`src/hw/rtl/crtq_pkg.sv`:
```
// Shared constants and types for the circular ready task queue.
package crtq_pkg;

   // Default number of task slots in the link table.
   localparam int unsigned NUM_TASKS_DEF = 16;

   // Fixed field widths of the request and response words.
   localparam int unsigned CMD_W    = 2;
   localparam int unsigned TASK_W   = 4;
   localparam int unsigned STATUS_W = 2;

   typedef logic [CMD_W-1:0]    cmd_type;
   typedef logic [STATUS_W-1:0] status_type;

   // Command codes.
   localparam cmd_type CMD_ADD    = 2'd0;
   localparam cmd_type CMD_REMOVE = 2'd1;
   localparam cmd_type CMD_TAKE   = 2'd2;

   // Status codes.
   localparam status_type ST_OK     = 2'd0;
   localparam status_type ST_QUEUED = 2'd1;
   localparam status_type ST_ABSENT = 2'd2;
   localparam status_type ST_EMPTY  = 2'd3;

   // Outcome of one predecessor search cycle.
   typedef struct packed {
      logic hit;
      logic miss;
   } scan_stat_type;

endpackage

```
`src/hw/rtl/crtq_ram.sv`:
```
// Generic single-port-write, single-port-read RAM with registered read data.
module crtq_ram #(
   parameter int unsigned WIDTH = 4,
   parameter int unsigned DEPTH = 16,
   localparam int unsigned ADDR_W = (DEPTH > 1) ? $clog2(DEPTH) : 1
) (
   input  logic              clock,
   input  logic              wr_en,
   input  logic [ADDR_W-1:0] wr_addr,
   input  logic [WIDTH-1:0]  wr_data,
   input  logic              rd_en,
   input  logic [ADDR_W-1:0] rd_addr,
   output logic [WIDTH-1:0]  rd_data
);

   logic [WIDTH-1:0] mem_ff [DEPTH];
   logic [WIDTH-1:0] rd_data_ff;

   // Write port.
   always_ff @(posedge clock) begin
      if (wr_en) begin
         mem_ff[wr_addr] <= wr_data;
      end
   end

   // Read port; the read data is registered.
   always_ff @(posedge clock) begin
      if (rd_en) begin
         rd_data_ff <= mem_ff[rd_addr];
      end
   end

   assign rd_data = rd_data_ff;

endmodule

```
`src/hw/rtl/crtq_scan.sv`:
```
// Predecessor search: walks the link table one entry per cycle.
module crtq_scan #(
   parameter int unsigned NUM_TASKS = crtq_pkg::NUM_TASKS_DEF,
   localparam int unsigned IDX_W = $clog2(NUM_TASKS)
) (
   input  logic                    clock,
   input  logic                    reset,
   input  logic                    start,
   input  logic [IDX_W-1:0]        target,
   input  logic [NUM_TASKS-1:0]    valid_vec,
   input  logic [IDX_W-1:0]        rd_data,
   output logic                    rd_en,
   output logic [IDX_W-1:0]        rd_addr,
   output crtq_pkg::scan_stat_type stat,
   output logic [IDX_W-1:0]        hit_idx
);

   import crtq_pkg::*;

   localparam logic [IDX_W-1:0] LAST_IDX = IDX_W'(NUM_TASKS - 1);

   logic             issue_ff, issue_in;
   logic             pend_ff, pend_in;
   logic [IDX_W-1:0] scan_ff, scan_in;
   logic [IDX_W-1:0] prev_ff, prev_in;
   logic             match;

   // The word returning now belongs to the entry read in the previous cycle.
   assign match = pend_ff && valid_vec[prev_ff] && (rd_data == target);

   assign rd_en     = issue_ff;
   assign rd_addr   = scan_ff;
   assign hit_idx   = prev_ff;
   assign stat.hit  = match;
   assign stat.miss = pend_ff && !match && (prev_ff == LAST_IDX);

   // Address sequencing; stops on the first matching entry or after the last entry.
   always_comb begin
      issue_in = issue_ff;
      pend_in  = issue_ff;
      scan_in  = scan_ff;
      prev_in  = scan_ff;
      if (start) begin
         issue_in = 1'b1;
         pend_in  = 1'b0;
         scan_in  = '0;
      end else if (match) begin
         issue_in = 1'b0;
         pend_in  = 1'b0;
      end else if (issue_ff) begin
         scan_in  = scan_ff + 1'b1;
         issue_in = (scan_ff != LAST_IDX);
      end
   end

   always_ff @(posedge clock) begin
      if (reset) begin
         issue_ff <= 1'b0;
         pend_ff  <= 1'b0;
      end else begin
         issue_ff <= issue_in;
         pend_ff  <= pend_in;
      end
   end

   always_ff @(posedge clock) begin
      scan_ff <= scan_in;
      prev_ff <= prev_in;
   end

endmodule

```
`src/hw/rtl/circular_ready_task_queue.sv`:
```
// Round-robin ready queue of task numbers kept as a circular linked list.
//
// The queue holds task numbers in a circular singly linked list whose links
// live in a RAM with registered read data, indexed by task; queued flags sit in
// flip-flops and reset clears them at once, so the block takes a request as
// soon as reset is released. One request word is in work at a time. Removal
// walks the link RAM through its single read port, one entry a cycle, to find
// the predecessor of the task. A finished response word waits in an output
// register, so the next request is taken while the previous response is still
// stalled.
module circular_ready_task_queue #(
   parameter int unsigned NUM_TASKS = crtq_pkg::NUM_TASKS_DEF
) (
   input  logic                             clock,
   input  logic                             reset,
   input  logic                             req_valid,
   output logic                             req_stall,
   input  logic [crtq_pkg::CMD_W-1:0]       req_command,
   input  logic [crtq_pkg::TASK_W-1:0]      req_task_req,
   output logic                             rsp_valid,
   input  logic                             rsp_stall,
   output logic [crtq_pkg::STATUS_W-1:0]    rsp_status,
   output logic [crtq_pkg::TASK_W-1:0]      rsp_next_task
);

   import crtq_pkg::*;

   localparam int unsigned IDX_W = $clog2(NUM_TASKS);

   typedef enum logic [7:0] {
      S_IDLE     = 8'b0000_0001,
      S_TAKE     = 8'b0000_0010,
      S_ADD_LINK = 8'b0000_0100,
      S_ADD_TAIL = 8'b0000_1000,
      S_RM_HEAD  = 8'b0001_0000,
      S_SCAN     = 8'b0010_0000,
      S_UNLINK   = 8'b0100_0000,
      S_RESP     = 8'b1000_0000
   } state_type;

   state_type            state_ff, state_in;
   logic [NUM_TASKS-1:0] queued_ff, queued_in;
   logic                 tail_ok_ff, tail_ok_in;
   logic [IDX_W-1:0]     tail_ff, tail_in;
   logic [IDX_W-1:0]     task_ff, task_in;
   logic [IDX_W-1:0]     succ_ff, succ_in;
   logic [IDX_W-1:0]     pred_ff, pred_in;
   status_type           res_status_ff, res_status_in;
   logic [TASK_W-1:0]    res_task_ff, res_task_in;
   logic                 rsp_valid_ff, rsp_valid_in;
   status_type           rsp_status_ff, rsp_status_in;
   logic [TASK_W-1:0]    rsp_task_ff, rsp_task_in;

   logic                 req_fire;
   logic                 req_in_range;
   logic [IDX_W-1:0]     req_idx;
   logic                 out_free;

   logic                 ram_wr_en;
   logic [IDX_W-1:0]     ram_wr_addr;
   logic [IDX_W-1:0]     ram_wr_data;
   logic                 ram_rd_en;
   logic [IDX_W-1:0]     ram_rd_addr;
   logic [IDX_W-1:0]     ram_rd_data;

   logic                 scan_start;
   logic                 scan_rd_en;
   logic [IDX_W-1:0]     scan_rd_addr;
   scan_stat_type        scan_stat;
   logic [IDX_W-1:0]     scan_hit_idx;

   // Link storage: entry i holds the task that follows task i.
   crtq_ram #(
      .WIDTH (IDX_W),
      .DEPTH (NUM_TASKS)
   ) u_link_ram (
      .clock   (clock),
      .wr_en   (ram_wr_en),
      .wr_addr (ram_wr_addr),
      .wr_data (ram_wr_data),
      .rd_en   (ram_rd_en),
      .rd_addr (ram_rd_addr),
      .rd_data (ram_rd_data)
   );

   // Search for the entry that links to the task being removed.
   crtq_scan #(
      .NUM_TASKS (NUM_TASKS)
   ) u_scan (
      .clock     (clock),
      .reset     (reset),
      .start     (scan_start),
      .target    (task_ff),
      .valid_vec (queued_ff),
      .rd_data   (ram_rd_data),
      .rd_en     (scan_rd_en),
      .rd_addr   (scan_rd_addr),
      .stat      (scan_stat),
      .hit_idx   (scan_hit_idx)
   );

   // Request handshake and decode.
   assign req_stall    = (state_ff != S_IDLE);
   assign req_fire     = req_valid && !req_stall;
   assign req_idx      = IDX_W'(req_task_req);
   assign req_in_range = (32'(req_task_req) < NUM_TASKS);
   assign out_free     = !rsp_valid_ff || !rsp_stall;

   // Command sequencer.
   always_comb begin
      state_in      = state_ff;
      queued_in     = queued_ff;
      tail_ok_in    = tail_ok_ff;
      tail_in       = tail_ff;
      task_in       = task_ff;
      succ_in       = succ_ff;
      pred_in       = pred_ff;
      res_status_in = res_status_ff;
      res_task_in   = res_task_ff;
      ram_wr_en     = 1'b0;
      ram_wr_addr   = task_ff;
      ram_wr_data   = task_ff;
      ram_rd_en     = 1'b0;
      ram_rd_addr   = tail_ff;
      scan_start    = 1'b0;

      case (state_ff)
         S_IDLE: begin
            if (req_fire) begin
               task_in       = req_idx;
               res_status_in = ST_OK;
               res_task_in   = '0;
               state_in      = S_RESP;
               case (req_command)
                  CMD_TAKE: begin
                     if (!tail_ok_ff) begin
                        res_status_in = ST_EMPTY;
                     end else begin
                        ram_rd_en   = 1'b1;
                        ram_rd_addr = tail_ff;
                        state_in    = S_TAKE;
                     end
                  end
                  CMD_ADD: begin
                     if (!req_in_range) begin
                        res_status_in = ST_ABSENT;
                     end else if (queued_ff[req_idx]) begin
                        res_status_in = ST_QUEUED;
                     end else if (!tail_ok_ff) begin
                        // First task links to itself.
                        ram_wr_en          = 1'b1;
                        ram_wr_addr        = req_idx;
                        ram_wr_data        = req_idx;
                        queued_in[req_idx] = 1'b1;
                        tail_in            = req_idx;
                        tail_ok_in         = 1'b1;
                     end else begin
                        ram_rd_en   = 1'b1;
                        ram_rd_addr = tail_ff;
                        state_in    = S_ADD_LINK;
                     end
                  end
                  CMD_REMOVE: begin
                     if (!req_in_range || !queued_ff[req_idx]) begin
                        res_status_in = ST_ABSENT;
                     end else begin
                        ram_rd_en   = 1'b1;
                        ram_rd_addr = req_idx;
                        state_in    = S_RM_HEAD;
                     end
                  end
                  default: begin
                     res_status_in = ST_OK;
                  end
               endcase
            end
         end
         S_TAKE: begin
            tail_in     = ram_rd_data;
            res_task_in = TASK_W'(ram_rd_data);
            state_in    = S_RESP;
         end
         S_ADD_LINK: begin
            // New task inherits the head that followed the tail.
            ram_wr_en   = 1'b1;
            ram_wr_addr = task_ff;
            ram_wr_data = ram_rd_data;
            state_in    = S_ADD_TAIL;
         end
         S_ADD_TAIL: begin
            ram_wr_en          = 1'b1;
            ram_wr_addr        = tail_ff;
            ram_wr_data        = task_ff;
            tail_in            = task_ff;
            queued_in[task_ff] = 1'b1;
            state_in           = S_RESP;
         end
         S_RM_HEAD: begin
            succ_in = ram_rd_data;
            if (ram_rd_data == task_ff) begin
               // Only task in the queue: the queue becomes empty.
               tail_ok_in         = 1'b0;
               tail_in            = '0;
               queued_in[task_ff] = 1'b0;
               state_in           = S_RESP;
            end else begin
               scan_start = 1'b1;
               state_in   = S_SCAN;
            end
         end
         S_SCAN: begin
            ram_rd_en   = scan_rd_en;
            ram_rd_addr = scan_rd_addr;
            if (scan_stat.hit) begin
               pred_in  = scan_hit_idx;
               state_in = S_UNLINK;
            end else if (scan_stat.miss) begin
               queued_in[task_ff] = 1'b0;
               state_in           = S_RESP;
            end
         end
         S_UNLINK: begin
            ram_wr_en          = 1'b1;
            ram_wr_addr        = pred_ff;
            ram_wr_data        = succ_ff;
            queued_in[task_ff] = 1'b0;
            if (tail_ok_ff && (tail_ff == task_ff)) begin
               tail_in = pred_ff;
            end
            state_in = S_RESP;
         end
         S_RESP: begin
            if (out_free) begin
               state_in = S_IDLE;
            end
         end
         default: begin
            state_in = S_IDLE;
         end
      endcase
   end

   // Output register: loads when the sequencer finishes and the slot is free.
   always_comb begin
      rsp_valid_in  = rsp_valid_ff && rsp_stall;
      rsp_status_in = rsp_status_ff;
      rsp_task_in   = rsp_task_ff;
      if ((state_ff == S_RESP) && out_free) begin
         rsp_valid_in  = 1'b1;
         rsp_status_in = res_status_ff;
         rsp_task_in   = res_task_ff;
      end
   end

   always_ff @(posedge clock) begin
      if (reset) begin
         state_ff     <= S_IDLE;
         queued_ff    <= '0;
         tail_ok_ff   <= 1'b0;
         tail_ff      <= '0;
         rsp_valid_ff <= 1'b0;
      end else begin
         state_ff     <= state_in;
         queued_ff    <= queued_in;
         tail_ok_ff   <= tail_ok_in;
         tail_ff      <= tail_in;
         rsp_valid_ff <= rsp_valid_in;
      end
   end

   always_ff @(posedge clock) begin
      task_ff       <= task_in;
      succ_ff       <= succ_in;
      pred_ff       <= pred_in;
      res_status_ff <= res_status_in;
      res_task_ff   <= res_task_in;
      rsp_status_ff <= rsp_status_in;
      rsp_task_ff   <= rsp_task_in;
   end

   assign rsp_valid     = rsp_valid_ff;
   assign rsp_status    = rsp_status_ff;
   assign rsp_next_task = rsp_task_ff;

endmodule

```
`config.mk`:
```
export PLATFORM = sky130hd
export DESIGN_NAME = circular_ready_task_queue
export DESIGN_NICKNAME = d
export VERILOG_FILES = /design/src/hw/rtl/crtq_pkg.sv /design/src/hw/rtl/crtq_ram.sv /design/src/hw/rtl/crtq_scan.sv /design/src/hw/rtl/circular_ready_task_queue.sv
export SDC_FILE = /design/constraint.sdc
export NUM_CORES = 1
export LEC_CHECK = 0
export ABC_CLOCK_PERIOD_IN_PS = 5100
export BUFFER_PORTS_ARGS = -buffer_cell sky130_fd_sc_hd__buf_2
export CAP_MARGIN = 20
export CORE_ASPECT_RATIO = 1.75
export CORE_UTILIZATION = 62
export CTS_CLUSTER_SIZE = 40
export DETAILED_ROUTE_END_ITERATION = 7
export PLACE_DENSITY = 0.84
export RECOVER_POWER = 50
export SLEW_MARGIN = 10
export SYNTH_ARGS = -nofsm -noshare
export SYNTH_HDL_FRONTEND = slang
export SYNTH_SLANG_ARGS = --single-unit
```
`constraint.sdc`:
```
create_clock -name clock -period 5.1 [get_ports clock]
set_clock_uncertainty 0.1 [all_clocks]
set_input_delay 0.51 -clock clock [delete_from_list [all_inputs] [get_ports clock]]
set_output_delay 0.51 -clock clock [all_outputs]
set_load 0.01 [all_outputs]
```
======== Yosys cells after proc, flatten, opt, wreduce, memory -nomap -nowiden ========
Memory sizes are Yosys's and may differ from the RTL's. A register that Yosys moved wholly into a read port is not among the register bits.
Cells that the tools add are included.
storage, ports and cells
  logic and storage cells ................. 158
  output and inout port bits .............. 8
  register bits ........................... 64
  memories kept ........................... 1
  memory bits (writable) .................. 64
operators by class
  reductions and logical operators ........ 31
  order comparisons ....................... 5
  add/sub/neg operators ................... 1
  bitwise gates (word level) .............. 5
  eq/ne operators ......................... 25
  multiplexer cells ....................... 74
memory list
  name               depth  width  read ports  clocked after memory_dff  wr ports  line            source
  u_link_ram.mem_ff  16     4      1           1                         1         crtq_ram.sv:16  logic [WIDTH-1:0] mem_ff [DEPTH];
operators by type and width
  kind                                                 number
  2-to-1 mux 16 bit                                    7
  case mux 16 bit (5 select lines)                     1
  2-to-1 mux 8 bit                                     9
  2-to-1 mux 4 bit                                     14
  case mux 8 bit (6 select lines)                      1
  bitwise OR 16 bit                                    2
  2-to-1 mux 1 bit                                     25
  case mux 4 bit (3 select lines)                      2
  case mux 8 bit (3 select lines)                      1
  case mux 4 bit (5 select lines)                      1
  AND 16 bit                                           1
  inequality test 2 bit (second input constant)        8
  inverter 16 bit                                      1
  case mux 4 bit (2 select lines)                      2
  < comparator 4 x 5 -> 1 bit (second input constant)  3
  logical AND 1 bit                                    10
  nonzero test 5 bit                                   2
  OR reduction 3 bit                                   3
  binary-select mux 1 bit (select 4 bit)               2
  demux 1 bit (select 4 bit)                           2
  == test 4 bit                                        2
  == test 8 x 1 -> 1 bit (second input constant)       1
  == test 8 x 2 -> 1 bit (second input constant)       1
  == test 8 x 3 -> 1 bit (second input constant)       1
  other kinds (28)                                     39

======== Longest topological paths before layout ========
Gate-level depths: netlist of run 1.
  depth after elaboration ................. 10
  mapped depth ............................ 10

======== Hierarchy ========
A second synthesis of run 1 with hierarchy kept.
second synthesis, totals
  cell total of the unflattened synthesis .. 541
  area total of the unflattened synthesis .. 6577.6 sq um
modules (own cells, without submodules)
  module                     cells each  area an instance (sq um)  instances
  circular_ready_task_queue  352         3279.4                    1
  crtq_ram                   130         2706.3                    1
  crtq_scan                  59          591.8                     1

======== Worst setup path before layout of run 1 ========
Ideal clock, no wire load.
  path type ............................... input to register
  start ................................... input req_task_req[1] (netlist name)
  end ..................................... memory u_link_ram.mem_ff[11][0] (enable)
  path buffers ............................ 2
  path slack .............................. 1.414 ns
  stages on the path ...................... 9
  arrival ................................. 3.257 ns
  cell sequence ........................... clkbuf_1 -> mux4_2 -> mux4_2 -> nor4b_4 -> buf_4 -> mux2i_1 -> o221a_2 -> or2_2 -> nor2_1
between the ends
  longest elaborated chain between the ends .. 8
  elaborated cells on any way between the ends .. 13
ends and longest elaborated chain
  element                                 line                              source
  start, declared                         circular_ready_task_queue.sv:19   input logic [crtq_pkg::TASK_W-1:0] req_task_req,
  binary-select mux 1 bit (select 4 bit)  circular_ready_task_queue.sv:147  end else if (queued_ff[req_idx]) begin
  2-to-1 mux 1 bit (not written as such)  circular_ready_task_queue.sv:147
  2-to-1 mux 1 bit                        circular_ready_task_queue.sv:147
  2-to-1 mux 1 bit                        circular_ready_task_queue.sv:134  case (req_command)
  2-to-1 mux 1 bit                        circular_ready_task_queue.sv:129  if (req_fire) begin
  case mux 1 bit (2 select lines)         circular_ready_task_queue.sv:127  case (state_ff)
  2-to-1 mux 1 bit                        crtq_ram.sv:21                    if (wr_en) begin
  2-to-1 mux 1 bit (not written as such)  crtq_ram.sv:22                    mem_ff[wr_addr] <= wr_data;
  end, declared                           crtq_ram.sv:16
Parallel ways exist; a longest one is shown, timed or not. The select of a mux whose other input is x is not followed.

======== Final worst setup path of run 1 ========
  start ................................... input req_task_req[1] (netlist name)
  end ..................................... register queued_ff[12]
between the ends
  longest elaborated chain between the ends .. 10
  elaborated cells on any way between the ends .. 15
ends and longest elaborated chain
  element                                                                                                   line                              source
  < comparator 4 x 5 -> 1 bit (not written as such) / >= comparator 4 x 1 -> 1 bit (equally long branches)  circular_ready_task_queue.sv:154  queued_in[req_idx] = 1'b1;
  logical AND 1 bit (not written as such)                                                                   circular_ready_task_queue.sv:154
  2-to-1 mux 1 bit (not written as such)                                                                    circular_ready_task_queue.sv:154
  demux 1 bit (select 4 bit)                                                                                circular_ready_task_queue.sv:154
  bitwise OR 16 bit (no source line)                                                                        -
  2-to-1 mux 16 bit                                                                                         circular_ready_task_queue.sv:149  end else if (!tail_ok_ff) begin
  2-to-1 mux 16 bit                                                                                         circular_ready_task_queue.sv:147
  2-to-1 mux 16 bit                                                                                         circular_ready_task_queue.sv:134
  2-to-1 mux 16 bit                                                                                         circular_ready_task_queue.sv:129
  case mux 16 bit (5 select lines)                                                                          circular_ready_task_queue.sv:127
  end signal, assigned                                                                                      circular_ready_task_queue.sv:264  queued_ff <= queued_in;
  end, declared                                                                                             circular_ready_task_queue.sv:42   logic [NUM_TASKS-1:0] queued_ff, queued_in;
Parallel ways exist; a longest one is shown, timed or not. The select of a mux whose other input is x is not followed.
A chain may end at the register's enable or synchronous reset.

==> results.cfg, run 1 <==
[global_routing]
groute.usage.overall = 0.3334
first_global_vias = 5016
grt_max_degree = 34
grt_pass1_wl_mm = 26.40
grt-ovfl-total = 0
antenna_found_initial = 0

[timing]
relSlewSlack = 0.3844
finalCriticalPeriod_ns = 4.306
fmax_mhz = 232.2
hold_viol = 0
setup_viol = 0
final-max-slew-violation-count = 0
tightest_slew_ns = 0.9227
fin_setup_tns_ns = 0
period_share = 0.8444
rsz0062_at_grt = no

[clocking]
clkTransAtPathRegs_ns = 0.06
insertion_delay_ns = 0.42
cts_setup_buffers = 0
clk_path_buf_depth = 2
cts.sinks = 132
cts_hold_buffers = 0
cts_resized = 0
cts_tree = built
h-tree-depth = 4
cts_inserted_buffers = 17
cts_root_buf = clkbuf_16

[pwr]
leakagePower_nw = 2.399
ir_worst_vdd_v = 0.0004082
p_per_area_nw_per_um2 = 439.4

[floorplanning]
dieWidth_microns = 79.43
start_util = 0.6353
io_pins = 18
rows = 49
dieArea_sq_um = 10920
die_h_microns = 137.5
core_sq_um = 10240

[synthesis]
syn_inst = 578
synth-edff-count = 92
yosys.area_share.xor_xnor = 0.01481
synth_top_area_frac = 0.4247
synthMuxAreaShare = 0.05193
synth_top_family_by_area = simple AND/OR/NAND/NOR gates
synth-compound-area-share = 0.1639
ys_seq_area_frac = 0.5478
synth_top_cell_by_area = edfxtp_1
synth_fp_nets = 589
syn_area_per_cell_sq_um = 11.25
synthSimpleGateAreaFrac = 0.1883
synth_area_leaders = edfxtp_1 (42%), dfxtp_1 (12%), a221o_1 (5.1%)
yosysUniqueCellTypes = 60
synth_fa_ha_area_frac = 0.001923
netlist_area_sq_um = 6505
ys_ff_latch = 132
ys_warn_count = 0
ys_async_sr_fraction = 0
synthFlopType = edfxtp_1

[critical_path]
rr_endpoint = queued_ff[12]
r2r-start = state_ff[1]
cp.required_ns = 5.28
cp-end-kind = flip-flop
crit_path_start_kind = input pin
r2r_slack_ns = 1.23
critPathKind = input pin to flip-flop
crit_arrival_ns = 4.49
worstRegToRegCells = 7
critPathMaxFanout = 18

[finish]
syn2layout_area_growth_pct = 10.96
final_cell_mix = edfxtp_1 (92), nor2_1 (49), dfxtp_1 (40)
n_antenna_cell = 0
final_util = 0.7050
final_common_cell = edfxtp_1
drive_gt1_frac = 0.1102
nets = 588

[detailed_routing]
wl_per_cell_microns = 23.72
topRoutingLayerUsed = met4
met3WireLength_mm = 1.147
ant_nets = 0
wl_met1_mm = 5.694
drtPass1Iterations = 7
vias = 5053
drt-total-wl_mm = 17.01
drc = 0
viasPerCell = 7.047
drtIter0Drc = 732
wl_met2_mm = 9.347

[worst_hold_path]
min_from = rsp_stall
hold_depth = 3
holdPathEnd = rsp_valid
hold_class = input pin to flip-flop

[placed_design]
dpl.hpwl_mm = 11.68
gp_congestion = 0.9784
io_buffer_count = 17

[run]
maxCapViolCount = 0

[status]
status = finished, final reports clean
[cell usage after synthesis (all sizes together) (6+ instances only)]
| master | instances |
|---|---|
| nand2 | 37 |
| mux4 | 10 |
| and2 | 39 |
| o41ai | 7 |
| a211oi | 11 |
| a221o | 33 |
| nor2 | 49 |
| inv | 10 |
| mux2i | 9 |
| a21oi | 39 |
| xor2 | 9 |
| nor4 | 16 |
| edfxtp | 92 |
| o21ai | 13 |
| buf | 6 |
| nand2b | 14 |
| dfxtp | 40 |
| nand3 | 13 |
| nor3 | 16 |
| clkbuf | 36 |
[through the flow]
stage	setup WS [ns]	instance area, sq um	cells	hold slack (ns)	power [mW]
2_1_floorplan	1.414	6505	578	0.2747	1.731
3_3_place_gp	0.8350	6624	685	0.2831	1.891
3_5_place_dp	0.7660	6624	685	0.2870	1.910
4_1_cts	1.173	7237	717	0.2725	3.163
5_1_grt	0.5159	7218	717	0.2775	3.267
6_report	0.7937	7218	717	0.2856	3.172
[state kept, by name, indices dropped and copies added (netlist names), 2 cells and up]
| name | count |
|---|---|
| u_scan.rd_addr | 4 |
| state_ff | 8 |
| u_link_ram.mem_ff | 64 |
| queued_ff | 16 |
| pred_ff | 4 |
| res_task_ff | 4 |
| u_scan.hit_idx | 4 |
| tail_ff | 4 |
| res_status_ff | 2 |
| rsp_status | 2 |
| u_link_ram.rd_data | 4 |
| succ_ff | 4 |
| rsp_next_task | 4 |
| task_ff | 4 |
[layer usage]
layer,track usage,up-vias
met5,0,-
met4,0.1677,0
met3,0.07748,73
met2,0.6149,284
met1,0.3443,2456
li1,-,2240
[final cells by class]
type	instances	area, sq um
clock buffer	17	425.4
clock inverter	15	187.7
sequential	132	3563
fill	731	3020
tap	127	158.9
inverter	10	37.54
multi-input combinational	394	2739
timing repair buffer	22	106.4
[worst max-delay path by stage]
stage | start | endpoint | slack (ns) | depth (start not counted)
detailed placement | req_task_req[0] | u_link_ram.mem_ff[10][1] | 0.77 | 8
global placement | req_task_req[0] | u_link_ram.mem_ff[8][0] | 0.83 | 8
CTS | req_task_req[0] | u_link_ram.mem_ff[9][3] | 1.17 | 8
floorplan | req_task_req[1] | u_link_ram.mem_ff[11][0] | 1.41 | 9
global route | req_task_req[1] | u_link_ram.mem_ff[3][0] | 0.52 | 8
finish | req_task_req[1] | queued_ff[12] | 0.79 | 8
[cell families (layout without fill, tap and decap cells)]
logic type | count (synthesis) | count (layout)
AND/OR/NAND/NOR | 219 | 219
AO/OA/AOI/OAI | 142 | 142
buffers and inverters | 52 | 64
XOR/XNOR | 11 | 11
flip-flops | 132 | 132
adder cells (fa/ha/maj) | 1 | 1
multiplexers | 21 | 21
[power by group]
part           total, mW  switching, mW  internal [mW]
combinational      0.616          0.414          0.201
sequential          1.29         0.0537           1.24
clock               1.26          0.452          0.811
[worst max-delay path, stage by stage]
cell	delay, ns
clkbuf_1	0.64
mux4_2	0.62
mux4_2	0.60
nor4b_4	0.67
nor2_1	0.26
or3_1	0.63
o41ai_1	0.45
a21oi_1	0.11
Note: power is estimated with default switching activity, not from simulation.
==> run 2: changes to the inputs <==
- ABC_AREA: default -> 1
- ABC_CLOCK_PERIOD_IN_PS: 5100 -> 4200
- CORE_UTILIZATION: 62 -> 63
- PLACE_DENSITY: 0.84 -> 0.85
- clock period: 5.1 -> 4.2 ns (I/O delays scaled with it)
==> results.cfg, run 2 <==
[timing]
fmax_mhz = 284.5
final-max-slew-violation-count = 0
setup_viol = 0
finalCriticalPeriod_ns = 3.515
relSlewSlack = 0.4352
hold_viol = 0
rsz0062_at_grt = no
fin_setup_tns_ns = 0
period_share = 0.8369
tightest_slew_ns = 0.8383

[synthesis]
ys_ff_latch = 132
synth_top_cell_by_area = edfxtp_1
yosys-top-cells-count = nand2_1 (164), inv_1 (122), nand3_1 (110)
synth_fp_nets = 858
syn_area_per_cell_sq_um = 8.327
ys_warn_count = 0
yosysUniqueCellTypes = 47
synth-edff-count = 92
synth_top_area_frac = 0.3917
netlist_area_sq_um = 7053
ys_async_sr_fraction = 0
yosysMostFrequentCell = nand2_1
synthFlopType = edfxtp_1
synth_area_leaders = edfxtp_1 (39%), dfxtp_1 (11%), nand2_1 (8.7%)
ys_seq_area_frac = 0.5052
syn_inst = 847

[clocking]
cts.sinks = 132
cts_resized = 0
cts_setup_buffers = 0
clkTransAtPathRegs_ns = 0.06
cts_hold_buffers = 0
cts_root_buf = clkbuf_16
h-tree-depth = 4
cts_tree = built
cts_inserted_buffers = 17
clk_path_buf_depth = 2
insertion_delay_ns = 0.43

[worst_hold_path]
hold_class = input pin to flip-flop

[pwr]
ir_worst_vdd_v = 0.0006152
p_per_area_nw_per_um2 = 740.3
leakagePower_nw = 3.164
p_clk_frac = 0.255
comb_power_share = 0.402
p_sw_mw = 2.495
p_int_mw = 3.201
switching_share = 0.4381
pwr-share-seq = 0.343

[placed_design]
gp_congestion = 1.030
dpl.hpwl_mm = 15.19
io_buffer_count = 17
placed_area_sq_um = 7168

[finish]
multi_input_area_sq_um = 2780
final_cell_mix = nand2_1 (168), inv_1 (125), nand3_1 (111)
register_area_sq_um = 3563
drive_gt1_frac = 0.08716
stdcell_area_sq_um = 7694
syn2layout_area_growth_pct = 9.083
n_antenna_cell = 0
top_regs = u_link_ram.mem_ff (64), queued_ff (16), state_ff (8)
nets = 870
n_fill_cell = 816
max_flop_register = u_link_ram.mem_ff
final_common_cell = nand2_1
final_util = 0.7109
largest_reg_flops = 64

[critical_path]
crit_path_start_kind = input pin
path_buf_inv = 3
critPathMaxFanout = 13
cp-end-kind = flip-flop
path_common_cell = nand2_1
critPathKind = input pin to flip-flop
cp_cell_sequence = clkbuf_1, inv_1, nand2_1, nand2_1, nand2_1, nand2_1, nand2_1, nand2_1, nor2_4, nand4_4, nand3_1, o21ai_1, or2_1, nor2_2, inv_2, nor2_1, nand2_1, nor2_1
cp.required_ns = 4.18
crit_arrival_ns = 3.50
critical-path-max-stage-delay_ns = 0.49
cp_slowest_cell = clkbuf_1
crit_family = simple AND/OR/NAND/NOR gates

[global_routing]
grt-ovfl-total = 0
grt_pass1_wl_mm = 33.53
first_global_vias = 6473
antenna_found_initial = 0
grt_max_degree = 34
groute.usage.overall = 0.4056

[detailed_routing]
drtPass1Iterations = 6
drtIter0Drc = 635
drt-total-wl_mm = 21.88
viasPerCell = 6.412
drc = 0
ant_nets = 0
wl_per_cell_microns = 21.84
vias = 6425

[floorplanning]
dieWidth_microns = 81.99
core_sq_um = 10820
dieArea_sq_um = 11640
start_util = 0.6517
rows = 50
die_h_microns = 142.0
io_pins = 18

[run]
maxCapViolCount = 0

[status]
status = finished, final reports clean
## run 2: changes by cell type after synthesis, sizes merged, moves of 10 or more
cell,delta
nand2,+136
inv,+125
nand3,+101
o21ai,+51
and2,-39
a221o,-33
nor2,+26
clkbuf,-22
nand2b,-14
nand3b,+12
buf,+11
mux4,-10
nor4,-10
## run 2: layer usage
metal  track usage  up-vias  routed length, microns
li1              -     2866                       -
met1        0.3871     2997                    6807
met2        0.6873      410                   11070
met3        0.1064      152                    1759
met4        0.3573        0                    2241
met5             0        -                       0
## run 2: worst paths after layout
path                      from                       end  slack (ns)  cells after the start
min reg2reg  u_scan.rd_addr[3]         u_scan.hit_idx[3]        0.27                      0
max            req_task_req[0]  u_link_ram.mem_ff[11][1]        0.69                     18
min                  rsp_stall                 rsp_valid        0.17                      3
max reg2reg        state_ff[5]  u_link_ram.mem_ff[11][1]        0.74                     14
## run 2: worst min-delay path, cell delays in order
cell and delay [ns]:
buf_2 0.10, nand2_1 0.06, a21oi_1 0.06
## run 2: stage by stage
step / hold slack [ns] / worst slack, ns / std cells / power, mW
after floorplan: 0.2510 / 1.694 / 847 / 3.628
after global placement: 0.2576 / 0.9543 / 969 / 4.095
after detailed placement: 0.2606 / 0.9299 / 969 / 4.167
after CTS: 0.1609 / 1.085 / 1001 / 5.618
after global routing: 0.1907 / 0.4412 / 1002 / 5.970
final: 0.1653 / 0.6852 / 1002 / 5.696
## run 2: final cells by class
class                           instances  area share
Sequential cell                       132      0.4632
Multi-Input combinational cell        549      0.3614
Inverter                              135     0.06586
Clock buffer                           18     0.05578
Tap cell                              130     0.02114
Clock inverter                         14     0.01821
Timing Repair Buffer                   24     0.01447
## run 2: power by group through the flow
| stage | registers, mW | logic [mW] | clock network, mW |
|---|---|---|---|
| 2_1_floorplan | 1.87 | 1.75 | 0 |
| 3_3_place_gp | 1.95 | 2.14 | 0 |
| 3_5_place_dp | 1.96 | 2.21 | 0 |
| 4_1_cts | 1.93 | 2.24 | 1.44 |
| 5_1_grt | 1.97 | 2.50 | 1.50 |
| 6_report | 1.95 | 2.29 | 1.45 |
## run 2: cells by family (layout without fill, tap and decap cells)
group | count (synthesis) | in the layout | share of synthesized area
adders and majority gates | 1 | 1 | 0.001774
DFF | 132 | 132 | 0.5052
and+or+nand+nor | 405 | 405 | 0.2783
AOI/OAI and AO/OA | 139 | 139 | 0.1126
buffers and inverters | 166 | 191 | 0.09704
xor gates and xnor gates | 4 | 4 | 0.004967
==> run 3: changes to the inputs <==
- ABC_CLOCK_PERIOD_IN_PS: 4200 -> 2800
- CORE_UTILIZATION: 63 -> 57
- PLACE_DENSITY: 0.85 -> 0.82
- clock period: 4.2 -> 2.8 ns (I/O delays scaled with it)
==> results.cfg, run 3 (synthesized netlist as in run 2, its figures left out) <==
[status]
status = finished, final reports clean

[placed_design]
placed_area_sq_um = 7525
dpl.hpwl_mm = 15.10
gp_congestion = 1.065
dpl.cell_count = 1044
place_ws_ns = -0.01751
io_buffer_count = 17

[floorplanning]
dieWidth_microns = 86.09
die_h_microns = 149.2
io_pins = 18
core_sq_um = 12000
dieArea_sq_um = 12840
start_util = 0.5876
rows = 53

[timing]
layout_setup_ws_ns = 0.08896
hold_viol = 0
rsz0062_at_grt = yes
final-max-slew-violation-count = 0
finalCriticalPeriod_ns = 2.711
period_share = 0.9682
tightest_slew_ns = 0.6030
holdWs_ns = 0.02542
fmax_mhz = 368.9
setup_viol = 0
fin_setup_tns_ns = 0
relSlewSlack = 0.5965

[critical_path]
cp_cell_sequence = inv_2, nand2_1, nor3_4, nand2_4, nor2_8, nand4_4, nand3_1, o21ai_1, a211oi_2, nand3_2, nor2_1, buf_4
critPathKind = flip-flop to flip-flop
cp-end-kind = flip-flop
critPathMaxFanout = 7
cp.required_ns = 2.83
path_buf_inv = 2
crit_path_start_kind = flip-flop
cp_slowest_cell = a211oi_2
crit_cells = 12
crit_family = simple AND/OR/NAND/NOR gates
crit_arrival_ns = 2.74
critical-path-max-stage-delay_ns = 0.37
worstRegToRegCells = 12

[clocking]
cts_hold_buffers = 0
cts_root_buf = clkbuf_16
cts_inserted_buffers = 17
clkTransAtPathRegs_ns = 0.06
cts_tree = built
cts.sinks = 132
h-tree-depth = 4
clk_path_buf_depth = 2
insertion_delay_ns = 0.42

[detailed_routing]
wl_met2_mm = 11.20
wl_met1_mm = 6.738
drc = 0
wl_per_cell_microns = 19.75
topRoutingLayerUsed = met4
ant_nets = 0
drtIter0Drc = 657
vias = 6433
viasPerCell = 5.962
drtPass1Iterations = 8
met3WireLength_mm = 1.588
drt-total-wl_mm = 21.31

[finish]
nets = 912
final_common_cell = nand2_1
n_fill_cell = 958
top_regs = u_link_ram.mem_ff (64), queued_ff (16), state_ff (8)
n_antenna_cell = 0
largest_reg_flops = 64
multi_input_area_sq_um = 2925
drive_gt1_frac = 0.1685
final_cell_mix = nand2_1 (159), inv_1 (122), nand3_1 (108)
finalNonFillerCells = 1079
final_util = 0.6891
syn2layout_area_growth_pct = 17.28
max_flop_register = u_link_ram.mem_ff
stdcell_area_sq_um = 8272
register_area_sq_um = 3565

[worst_hold_path]
hold_depth = 3
hold_class = input pin to flip-flop

[pwr]
p_per_area_nw_per_um2 = 1111
ir_worst_vdd_v = 0.0006950
finalPower_mw = 9.193
leakagePower_nw = 3.427

[global_routing]
first_global_vias = 6242
groute.usage.overall = 0.3474
antenna_found_initial = 0
grt_pass1_wl_mm = 32.39
grt-ovfl-total = 0
grt_max_degree = 33

[run]
maxCapViolCount = 0
==> run 3: final cells by class <==
type,count,share of cell area
Multi-Input combinational cell,549,0.3537
Tap cell,165,0.02496
Timing Repair Buffer,66,0.05582
Clock buffer,17,0.05143
Sequential cell,132,0.4309
Clock inverter,15,0.02193
Inverter,135,0.06126
==> run 3: worst reg2reg max path: stages (launching register included) <==
cell      delay (ns)
dfxtp_1         0.35
inv_2           0.10
nand2_1         0.10
nor3_4          0.17
nand2_4         0.12
nor2_8          0.15
nand4_4         0.17
nand3_1         0.10
o21ai_1         0.11
a211oi_2        0.37
nand3_2         0.21
nor2_1          0.18
buf_4           0.19
==> run 3: repair_timing <==
action / in CTS / in global routing
pin swaps: 0 / 6
setup endpoints to repair: 4 / 68
buffers inserted: 0 / 3
resized for setup: 1 / 34
==> run 3: final timing paths <==
kind / startpoint / slack (ns) / endpoint
max: state_ff[2] / 0.09 / u_link_ram.mem_ff[4][2]
min: rsp_stall / 0.03 / rsp_valid
max reg2reg: state_ff[2] / 0.09 / u_link_ram.mem_ff[4][2]
min reg2reg: u_scan.rd_addr[3] / 0.28 / u_scan.hit_idx[3]
==> run 3: power by group <==
part           internal [mW]  switching (mW)
Clock                   1.41           0.873
Sequential              2.64           0.221
Combinational           1.25            2.81
==> run 3: routing by layer <==
metal,global-route usage,vias up
li1,-,2953
met1,0.3259,2975
met2,0.6246,377
met3,0.08854,128
met4,0.2742,0
met5,0,-
